**config.mk**
```make
export PLATFORM = sky130hd
export DESIGN_NAME = telnet_rx_option_negotiator
export DESIGN_NICKNAME = d
export VERILOG_FILES = /design/src/sv/tro_pkg.sv /design/src/sv/tro_parser.sv /design/src/sv/tro_opt_table.sv /design/src/sv/tro_nego.sv /design/src/sv/telnet_rx_option_negotiator.sv
export SDC_FILE = /design/constraint.sdc
export NUM_CORES = 2
export LEC_CHECK = 0
export ABC_AREA = 1
export BUFFER_PORTS_ARGS = -buffer_cell sky130_fd_sc_hd__buf_4
export CORE_MARGIN = 2
export CORE_UTILIZATION = 45
export DETAILED_ROUTE_END_ITERATION = 6
export GPL_ROUTABILITY_DRIVEN = 0
export PLACE_DENSITY_LB_ADDON = 0.3
export SYNTH_ARGS = -nofsm -noshare
export SYNTH_HDL_FRONTEND = slang
export SYNTH_SLANG_ARGS = --single-unit
```
**constraint.sdc**
```tcl
create_clock -name clock -period 16.4 [get_ports clock]
set_input_delay 1.64 -clock clock [delete_from_list [all_inputs] [get_ports clock]]
set_output_delay 1.64 -clock clock [all_outputs]
set_load 0.1 [all_outputs]
```
**src/sv/tro_pkg.sv**
```systemverilog
`default_nettype none
package tro_pkg;

   localparam int OPTION_COUNT = 256;
   localparam int OPT_AW       = (OPTION_COUNT > 1) ? $clog2(OPTION_COUNT) : 1;
   localparam int ENTRY_W      = 6;

   localparam logic [7:0] CMD_IAC  = 8'hFF;
   localparam logic [7:0] CMD_DONT = 8'hFE;
   localparam logic [7:0] CMD_DO   = 8'hFD;
   localparam logic [7:0] CMD_WONT = 8'hFC;
   localparam logic [7:0] CMD_WILL = 8'hFB;
   localparam logic [7:0] CMD_SB   = 8'hFA;
   localparam logic [7:0] CMD_SE   = 8'hF0;

   localparam logic [1:0] V_DO   = 2'd0;
   localparam logic [1:0] V_DONT = 2'd1;
   localparam logic [1:0] V_WILL = 2'd2;
   localparam logic [1:0] V_WONT = 2'd3;

   localparam logic [2:0] S_NO          = 3'd0;
   localparam logic [2:0] S_WANTNO      = 3'd1;
   localparam logic [2:0] S_WANTNO_OPP  = 3'd2;
   localparam logic [2:0] S_WANTYES     = 3'd3;
   localparam logic [2:0] S_WANTYES_OPP = 3'd4;
   localparam logic [2:0] S_YES         = 3'd5;

   localparam logic OUT_DATA  = 1'b0;
   localparam logic OUT_REPLY = 1'b1;

   typedef enum logic [4:0] {
      P_DATA    = 5'b00001,
      P_IAC     = 5'b00010,
      P_VERB    = 5'b00100,
      P_SUB     = 5'b01000,
      P_SUB_IAC = 5'b10000
   } parse_state_type;

   // work handed from the parser to the table stage
   typedef struct packed {
      logic       vld;
      logic       is_nego;
      logic [7:0] ch;
      logic [1:0] verb;
   } item_type;

   typedef struct packed {
      logic               emit;
      logic [1:0]         verb;
      logic               wr_en;
      logic [ENTRY_W-1:0] entry;
   } nego_type;

   function automatic logic opt_in_range(input logic [7:0] opt);
      return {1'b0, opt} < 9'(OPTION_COUNT);
   endfunction

endpackage
`default_nettype wire

```
**src/sv/tro_parser.sv**
```systemverilog
`default_nettype none
module tro_parser (
   input  wire logic                       clock,
   input  wire logic                       reset,
   input  wire logic                       accept,
   input  wire logic [7:0]                 rx_byte,
   output tro_pkg::item_type               item,
   output logic                            rd_en,
   output logic [tro_pkg::OPT_AW-1:0]      rd_addr
);

   tro_pkg::parse_state_type state_ff, state_in;
   logic [1:0]               pverb_ff, pverb_in;

   always_comb begin
      state_in     = state_ff;
      pverb_in     = pverb_ff;
      item.vld     = 1'b0;
      item.is_nego = 1'b0;
      item.ch      = rx_byte;
      item.verb    = pverb_ff;
      case (state_ff)
         tro_pkg::P_IAC: begin
            state_in = tro_pkg::P_DATA;
            if (rx_byte == tro_pkg::CMD_IAC) begin
               item.vld = 1'b1;
            end else if (rx_byte == tro_pkg::CMD_DO) begin
               pverb_in = tro_pkg::V_DO;
               state_in = tro_pkg::P_VERB;
            end else if (rx_byte == tro_pkg::CMD_DONT) begin
               pverb_in = tro_pkg::V_DONT;
               state_in = tro_pkg::P_VERB;
            end else if (rx_byte == tro_pkg::CMD_WILL) begin
               pverb_in = tro_pkg::V_WILL;
               state_in = tro_pkg::P_VERB;
            end else if (rx_byte == tro_pkg::CMD_WONT) begin
               pverb_in = tro_pkg::V_WONT;
               state_in = tro_pkg::P_VERB;
            end else if (rx_byte == tro_pkg::CMD_SB) begin
               state_in = tro_pkg::P_SUB;
            end
         end
         tro_pkg::P_VERB: begin
            state_in     = tro_pkg::P_DATA;
            item.vld     = 1'b1;
            item.is_nego = 1'b1;
         end
         tro_pkg::P_SUB: begin
            if (rx_byte == tro_pkg::CMD_IAC) begin
               state_in = tro_pkg::P_SUB_IAC;
            end
         end
         tro_pkg::P_SUB_IAC: begin
            state_in = (rx_byte == tro_pkg::CMD_SE) ? tro_pkg::P_DATA : tro_pkg::P_SUB;
         end
         default: begin
            if (rx_byte == tro_pkg::CMD_IAC) begin
               state_in = tro_pkg::P_IAC;
            end else begin
               state_in = tro_pkg::P_DATA;
               item.vld = 1'b1;
            end
         end
      endcase
   end

   assign rd_en   = accept && (state_ff == tro_pkg::P_VERB) && tro_pkg::opt_in_range(rx_byte);
   assign rd_addr = tro_pkg::OPT_AW'(rx_byte);

   always_ff @(posedge clock) begin
      if (reset) begin
         state_ff <= tro_pkg::P_DATA;
         pverb_ff <= tro_pkg::V_DO;
      end else if (accept) begin
         state_ff <= state_in;
         pverb_ff <= pverb_in;
      end
   end

endmodule
`default_nettype wire

```
**src/sv/tro_opt_table.sv**
```systemverilog
`default_nettype none
module tro_opt_table (
   input  wire logic                          clock,
   input  wire logic                          reset,
   input  wire logic                          rd_en,
   input  wire logic [tro_pkg::OPT_AW-1:0]    rd_addr,
   output logic [tro_pkg::ENTRY_W-1:0]        rd_entry,
   input  wire logic                          wr_en,
   input  wire logic [tro_pkg::OPT_AW-1:0]    wr_addr,
   input  wire logic [tro_pkg::ENTRY_W-1:0]   wr_data
);

   logic [tro_pkg::ENTRY_W-1:0]      mem [tro_pkg::OPTION_COUNT];
   logic [tro_pkg::OPTION_COUNT-1:0] vld_ff;
   logic [tro_pkg::ENTRY_W-1:0]      rd_data_ff;
   logic                             rd_vld_ff;

   always_ff @(posedge clock) begin
      if (wr_en) begin
         mem[wr_addr] <= wr_data;
      end
      if (rd_en) begin
         rd_data_ff <= (wr_en && (wr_addr == rd_addr)) ? wr_data : mem[rd_addr];
      end
   end

   // per-entry valid bits; an entry never written reads as NO/NO
   always_ff @(posedge clock) begin
      if (reset) begin
         vld_ff    <= '0;
         rd_vld_ff <= 1'b0;
      end else begin
         if (wr_en) begin
            vld_ff[wr_addr] <= 1'b1;
         end
         if (rd_en) begin
            rd_vld_ff <= vld_ff[rd_addr] || (wr_en && (wr_addr == rd_addr));
         end
      end
   end

   assign rd_entry = rd_vld_ff ? rd_data_ff : '0;

endmodule
`default_nettype wire

```
**src/sv/tro_nego.sv**
```systemverilog
`default_nettype none
module tro_nego (
   input  wire logic [1:0]                  verb,
   input  wire logic                        in_range,
   input  wire logic                        accept_req,
   input  wire logic [tro_pkg::ENTRY_W-1:0] entry,
   output tro_pkg::nego_type                res
);

   logic       remote;
   logic       want_on;
   logic [1:0] pos_reply;
   logic [1:0] neg_reply;
   logic [2:0] side;
   logic [2:0] next;

   assign remote    = (verb == tro_pkg::V_WILL) || (verb == tro_pkg::V_WONT);
   assign want_on   = (verb == tro_pkg::V_DO) || (verb == tro_pkg::V_WILL);
   assign pos_reply = remote ? tro_pkg::V_DO : tro_pkg::V_WILL;
   assign neg_reply = remote ? tro_pkg::V_DONT : tro_pkg::V_WONT;
   assign side      = remote ? entry[5:3] : entry[2:0];

   always_comb begin
      res.emit  = 1'b0;
      res.verb  = neg_reply;
      res.wr_en = 1'b0;
      next      = side;
      if (!in_range) begin
         res.emit = want_on;
      end else begin
         case (side)
            tro_pkg::S_YES: begin
               if (!want_on) begin
                  next      = tro_pkg::S_NO;
                  res.emit  = 1'b1;
                  res.wr_en = 1'b1;
               end
            end
            tro_pkg::S_NO: begin
               if (want_on) begin
                  res.emit  = 1'b1;
                  res.wr_en = 1'b1;
                  if (accept_req) begin
                     next     = tro_pkg::S_YES;
                     res.verb = pos_reply;
                  end
               end
            end
            tro_pkg::S_WANTNO: begin
               next      = tro_pkg::S_NO;
               res.wr_en = 1'b1;
            end
            tro_pkg::S_WANTNO_OPP: begin
               next      = tro_pkg::S_WANTYES;
               res.emit  = 1'b1;
               res.verb  = pos_reply;
               res.wr_en = 1'b1;
            end
            tro_pkg::S_WANTYES: begin
               next      = want_on ? tro_pkg::S_YES : tro_pkg::S_NO;
               res.wr_en = 1'b1;
            end
            tro_pkg::S_WANTYES_OPP: begin
               res.wr_en = 1'b1;
               if (want_on) begin
                  next     = tro_pkg::S_WANTNO;
                  res.emit = 1'b1;
               end else begin
                  next = tro_pkg::S_NO;
               end
            end
            default: begin
               next = side;
            end
         endcase
      end
      res.entry = remote ? {next, entry[2:0]} : {entry[5:3], next};
   end

endmodule
`default_nettype wire

```
**src/sv/telnet_rx_option_negotiator.sv**
```systemverilog
`default_nettype none
// channel   direction  handshake            payload
// req       in         req_valid/req_stall  req_rx_byte, req_chunk_last
// rsp       out        rsp_valid/rsp_stall  rsp_out_kind, rsp_data_byte,
//                                           rsp_reply_verb, rsp_reply_option
// csr       in         csr_valid/csr_ready  csr_accept_requests
//
// One byte per cycle while req_stall is low. Parser stage reads the option
// table (sync RAM), the next stage does the read-modify-write and loads the
// output register: rsp_valid rises once a result moves from s1_ff into it.
// Reset (sync) clears parser state and table valid bits. rsp_stall backs up
// through the output register into req_stall; no transfer is lost.
module telnet_rx_option_negotiator (
   input  wire logic       clock,
   input  wire logic       reset,
   input  wire logic       req_valid,
   output logic            req_stall,
   input  wire logic [7:0] req_rx_byte,
   input  wire logic       req_chunk_last,
   output logic            rsp_valid,
   input  wire logic       rsp_stall,
   output logic            rsp_out_kind,
   output logic [7:0]      rsp_data_byte,
   output logic [1:0]      rsp_reply_verb,
   output logic [7:0]      rsp_reply_option,
   input  wire logic       csr_valid,
   output logic            csr_ready,
   input  wire logic       csr_accept_requests
);

   logic                          accept;
   tro_pkg::item_type             item;
   logic                          rd_en;
   logic [tro_pkg::OPT_AW-1:0]    rd_addr;
   logic [tro_pkg::ENTRY_W-1:0]   rd_entry;
   tro_pkg::nego_type             nego;

   logic                          acc_req_ff;
   tro_pkg::item_type             s1_ff;
   logic                          s1_adv;
   logic                          s1_in_range;
   logic                          has_result;
   logic                          tbl_we;

   logic                          out_vld_ff;
   logic                          out_kind_ff, out_kind_in;
   logic [7:0]                    out_data_ff, out_data_in;
   logic [1:0]                    out_verb_ff, out_verb_in;
   logic [7:0]                    out_opt_ff, out_opt_in;

   assign s1_adv    = s1_ff.vld && (!out_vld_ff || !rsp_stall);
   assign req_stall = s1_ff.vld && !s1_adv;
   assign accept    = req_valid && !req_stall;
   assign csr_ready = 1'b1;

   tro_parser u_parser (
      .clock   (clock),
      .reset   (reset),
      .accept  (accept),
      .rx_byte (req_rx_byte),
      .item    (item),
      .rd_en   (rd_en),
      .rd_addr (rd_addr)
   );

   assign s1_in_range = tro_pkg::opt_in_range(s1_ff.ch);

   tro_nego u_nego (
      .verb       (s1_ff.verb),
      .in_range   (s1_in_range),
      .accept_req (acc_req_ff),
      .entry      (rd_entry),
      .res        (nego)
   );

   assign tbl_we = s1_adv && s1_ff.is_nego && s1_in_range && nego.wr_en;

   tro_opt_table u_table (
      .clock    (clock),
      .reset    (reset),
      .rd_en    (rd_en),
      .rd_addr  (rd_addr),
      .rd_entry (rd_entry),
      .wr_en    (tbl_we),
      .wr_addr  (tro_pkg::OPT_AW'(s1_ff.ch)),
      .wr_data  (nego.entry)
   );

   always_comb begin
      has_result = s1_ff.is_nego ? nego.emit : 1'b1;
      if (s1_ff.is_nego) begin
         out_kind_in = tro_pkg::OUT_REPLY;
         out_data_in = 8'd0;
         out_verb_in = nego.verb;
         out_opt_in  = s1_ff.ch;
      end else begin
         out_kind_in = tro_pkg::OUT_DATA;
         out_data_in = s1_ff.ch;
         out_verb_in = tro_pkg::V_DO;
         out_opt_in  = 8'd0;
      end
   end

   always_ff @(posedge clock) begin
      if (reset) begin
         acc_req_ff <= 1'b0;
         s1_ff.vld  <= 1'b0;
         out_vld_ff <= 1'b0;
      end else begin
         if (csr_valid && csr_ready) begin
            acc_req_ff <= csr_accept_requests;
         end
         if (accept) begin
            s1_ff.vld <= item.vld;
         end else if (s1_adv) begin
            s1_ff.vld <= 1'b0;
         end
         if (s1_adv) begin
            out_vld_ff <= has_result;
         end else if (!rsp_stall) begin
            out_vld_ff <= 1'b0;
         end
      end
      if (accept) begin
         s1_ff.is_nego <= item.is_nego;
         s1_ff.ch      <= item.ch;
         s1_ff.verb    <= item.verb;
      end
   end

   always_ff @(posedge clock) begin
      if (s1_adv) begin
         out_kind_ff <= out_kind_in;
         out_data_ff <= out_data_in;
         out_verb_ff <= out_verb_in;
         out_opt_ff  <= out_opt_in;
      end
   end

   assign rsp_valid        = out_vld_ff;
   assign rsp_out_kind     = out_kind_ff;
   assign rsp_data_byte    = out_data_ff;
   assign rsp_reply_verb   = out_verb_ff;
   assign rsp_reply_option = out_opt_ff;

endmodule
`default_nettype wire

```
==> results.txt <==
Via Count: 50,142
Worst slew margin: 0.122
yosys warns: 0
Max Freq: 177 MHz
Avg Cell Area, Syn: 10.8 sq um
Avg WL per Cell: 22.5 um
drt first pass iters: 6
power density relative to cell area: 119 nW/um^2
Hold Violations, Final: 0
fraction of registers with async set or reset after synthesis: 0
instance count of the mapped netlist: 6,861
DRC: 0
TritonCTS clock tree: done
number of global-route vias before repair: 47,718
Detail Route Antenna Nets: 0
synthesized netlist net count: 6,876
Synth cell types: 40
Iteration-0 DRC Markers: 6,473
category of the worst setup path launch point: input pin
switch share: 0.229
insertion delay of the later-clocked pin in the worst-skew pair: 0.85 ns
Max VDD drop: 0.106 mV
transition time at the pin with the least slew margin: 1.31 ns
Post-CTS Hold Fix Bufs: 0
deepest level of the CTS H-tree: 4
Total Die Area: 168,000 sq um
Post-layout nets: 6,828
placed cell area: 76,300 sq um
Slew Limit Fails: 0
Die Height: 409 um
core outline area: 163,000 sq um
total number of placement rows: 148
total clock buffers created by CTS: 183
CTS Root Cell: sky130_fd_sc_hd__clkbuf_16
post-detailed-placement half-perimeter wirelength: 118,000 um
leakage power total: 31.0 nW
internal cell power: 7.59 mW
signal arrival time at the worst endpoint: 6.38 ns
post-route clock skew: 0.0717 ns
area of all placed cells without fillers: 82,500 sq um
TritonCTS sink count: 1,839
share of power burned in the clock network: 0.431
total of cells resized after clock tree synthesis: 0
top-level port count: 37
Syn-to-layout area delta: 11.5%
Clock transition at path regs: 0.06 ns
Worst Path Class, Setup: in -> reg
number of enable-type register cells in the synthesized netlist: 1,572
die boundary width: 409 um
combinational power share: 0.054
CP Max Fanout: 79
number of non-filler instances in the completed layout: 9,151
most used flip-flop cell after synthesis: sky130_fd_sc_hd__edfxtp_1
sequential share of power: 0.514
pin count of the biggest net entering global routing: 196
minimum setup slack in the final design: 10.74 ns
Final setup violation count: 0
routed via count divided by cell count: 5.48
Critical Path Sink Type: flip-flop
number of buffers added for setup after CTS: 0
total global routing overflow: 0
total global routing track utilization: 0.243
total length of routed wires: 206,000 um
global-route wire length before repair: 305,000 um
data required time at the worst endpoint: 17.12 ns
period utilisation layout: 0.345
worst hold-check path type: reg -> reg
Total Power Consumption: 9.84 mW
run status: complete, no violations
Placed Cells incl. Taps: 8,803
worst slack, placed: 10.05 ns
effective utilization at floorplan: 0.454
Max Root-Sink Buffers: 3
final core utilization: 0.506
sequential fraction of the synthesis area: 0.710
post-synth design cell area: 74,000 sq um
final total negative setup slack: 0 ns
Min Clock Period, post-route: 5.66 ns
maxcap violations: 0
net switching power of the design: 2.25 mW
number of antenna violations at the first check in global routing: 5
unrepaired setup endpoints after global routing: no
# port buffers: 34
WHS: 0.432 ns
share of cells above drive strength 1: 0.0687
post-synthesis sequential element count: 1,839
layer usage:
metal,part of all wire,up-vias,track usage
met3,0.11,453,0.0586
met2,0.44,2411,0.369
met4,0.038,8,0.0936
li1,-,22855,-
met5,0.00025,-,0
met1,0.41,24415,0.337
Yosys cell counts (all sizes together) (2+ instances only):
master,number,share of area
a21oi,292,0.020
a22oi,154,0.016
and2,4,0.00034
buf,173,0.011
clkbuf,177,0.0090
clkinv,3,0.00015
dfxtp,267,0.072
edfxtp,1572,0.64
inv,440,0.022
nand2,2816,0.14
nand3,198,0.014
nand4,121,0.010
nor2,388,0.020
nor3,19,0.0029
nor4,5,0.00042
o21a,88,0.0089
o21ai,130,0.0092
o22ai,3,0.00025
xnor2,4,0.00047
xor2,2,0.00024
placed cells by master (no fill, tap or decap), drive strengths merged, types with 121 or more instances in the layout:
cell	n
clkbuf	252
nand3	198
a21oi	292
inv	448
nand4	121
nand2	2816
dfxtp	267
a22oi	154
edfxtp	1572
nor2	388
o21ai	130
layout make-up:
type	instances	area, sq um
sequential	1839	52600
fill	14223	80500
tap	2175	2720
antenna	1	2.50
clock inverter	95	1050
timing repair buffer	117	977
clock buffer	252	5100
inverter	443	1690
multi-input combinational	4229	18400
critical path, cell delays in order:
cell                      delay [ns]
sky130_fd_sc_hd__buf_4          0.35
sky130_fd_sc_hd__buf_4          0.48
sky130_fd_sc_hd__inv_6          0.40
sky130_fd_sc_hd__nor2_4         0.19
sky130_fd_sc_hd__buf_4          0.79
sky130_fd_sc_hd__buf_4          0.88
sky130_fd_sc_hd__nand2_1        0.12
sky130_fd_sc_hd__nand2_1        0.10
sky130_fd_sc_hd__nor2_1         0.04
sky130_fd_sc_hd__nor2_1         0.21
sky130_fd_sc_hd__nor2_1         0.11
sky130_fd_sc_hd__nand2_1        0.13
sky130_fd_sc_hd__nand3_1        0.25
sky130_fd_sc_hd__nand3_1        0.16
sky130_fd_sc_hd__nand3_1        0.15
sky130_fd_sc_hd__nand2_1        0.10
sky130_fd_sc_hd__nand2_1        0.05
sky130_fd_sc_hd__nand2_1        0.07
final timing paths:
path	slack, ns	cells past startpoint	startpoint	endpoint
hold reg to reg	0.43	0	u_parser.pverb_ff[0]	s1_ff[0]
hold / removal	0.43	0	u_parser.pverb_ff[0]	s1_ff[0]
setup reg to reg	11.80	10	s1_ff[1]	u_table.mem[197][3]
setup / recovery	10.74	18	req_rx_byte[1]	u_table.rd_data_ff[4]
kinds of logic (layout without fill, tap and decap cells):
logic type / Yosys count / in the layout / synth area share
buffers and inverters: 793 / 907 / 0.0429
and+or+nand+nor: 3552 / 3552 / 0.191
AOI/OAI and AO/OA: 670 / 670 / 0.0545
DFF: 1839 / 1839 / 0.710
xor gates and xnor gates: 6 / 6 / 0.000710
other: 1 / 2 / 0.0000507
registers in the layout, indices dropped and copies added (netlist names), 2 cells and up:
signal              count
u_table.mem          1536
u_table.vld_ff        256
s1_ff                  12
rsp_data_byte           8
rsp_reply_option        8
u_table.rd_data_ff      6
u_parser.state_ff       5
rsp_reply_verb          2
u_parser.pverb_ff       2
power groups by stage:
stage                     Sequential, mW  Combinational, mW  Clock, mW
after floorplan                     5.21              0.293          0
after global placement              5.16              0.521          0
after global routing                5.06              0.571       4.46
final                               5.06              0.535       4.24
after detailed placement            5.16              0.525          0
after CTS                           5.06              0.527       4.28
No activity file was read; power rests on OpenSTA's default activity.
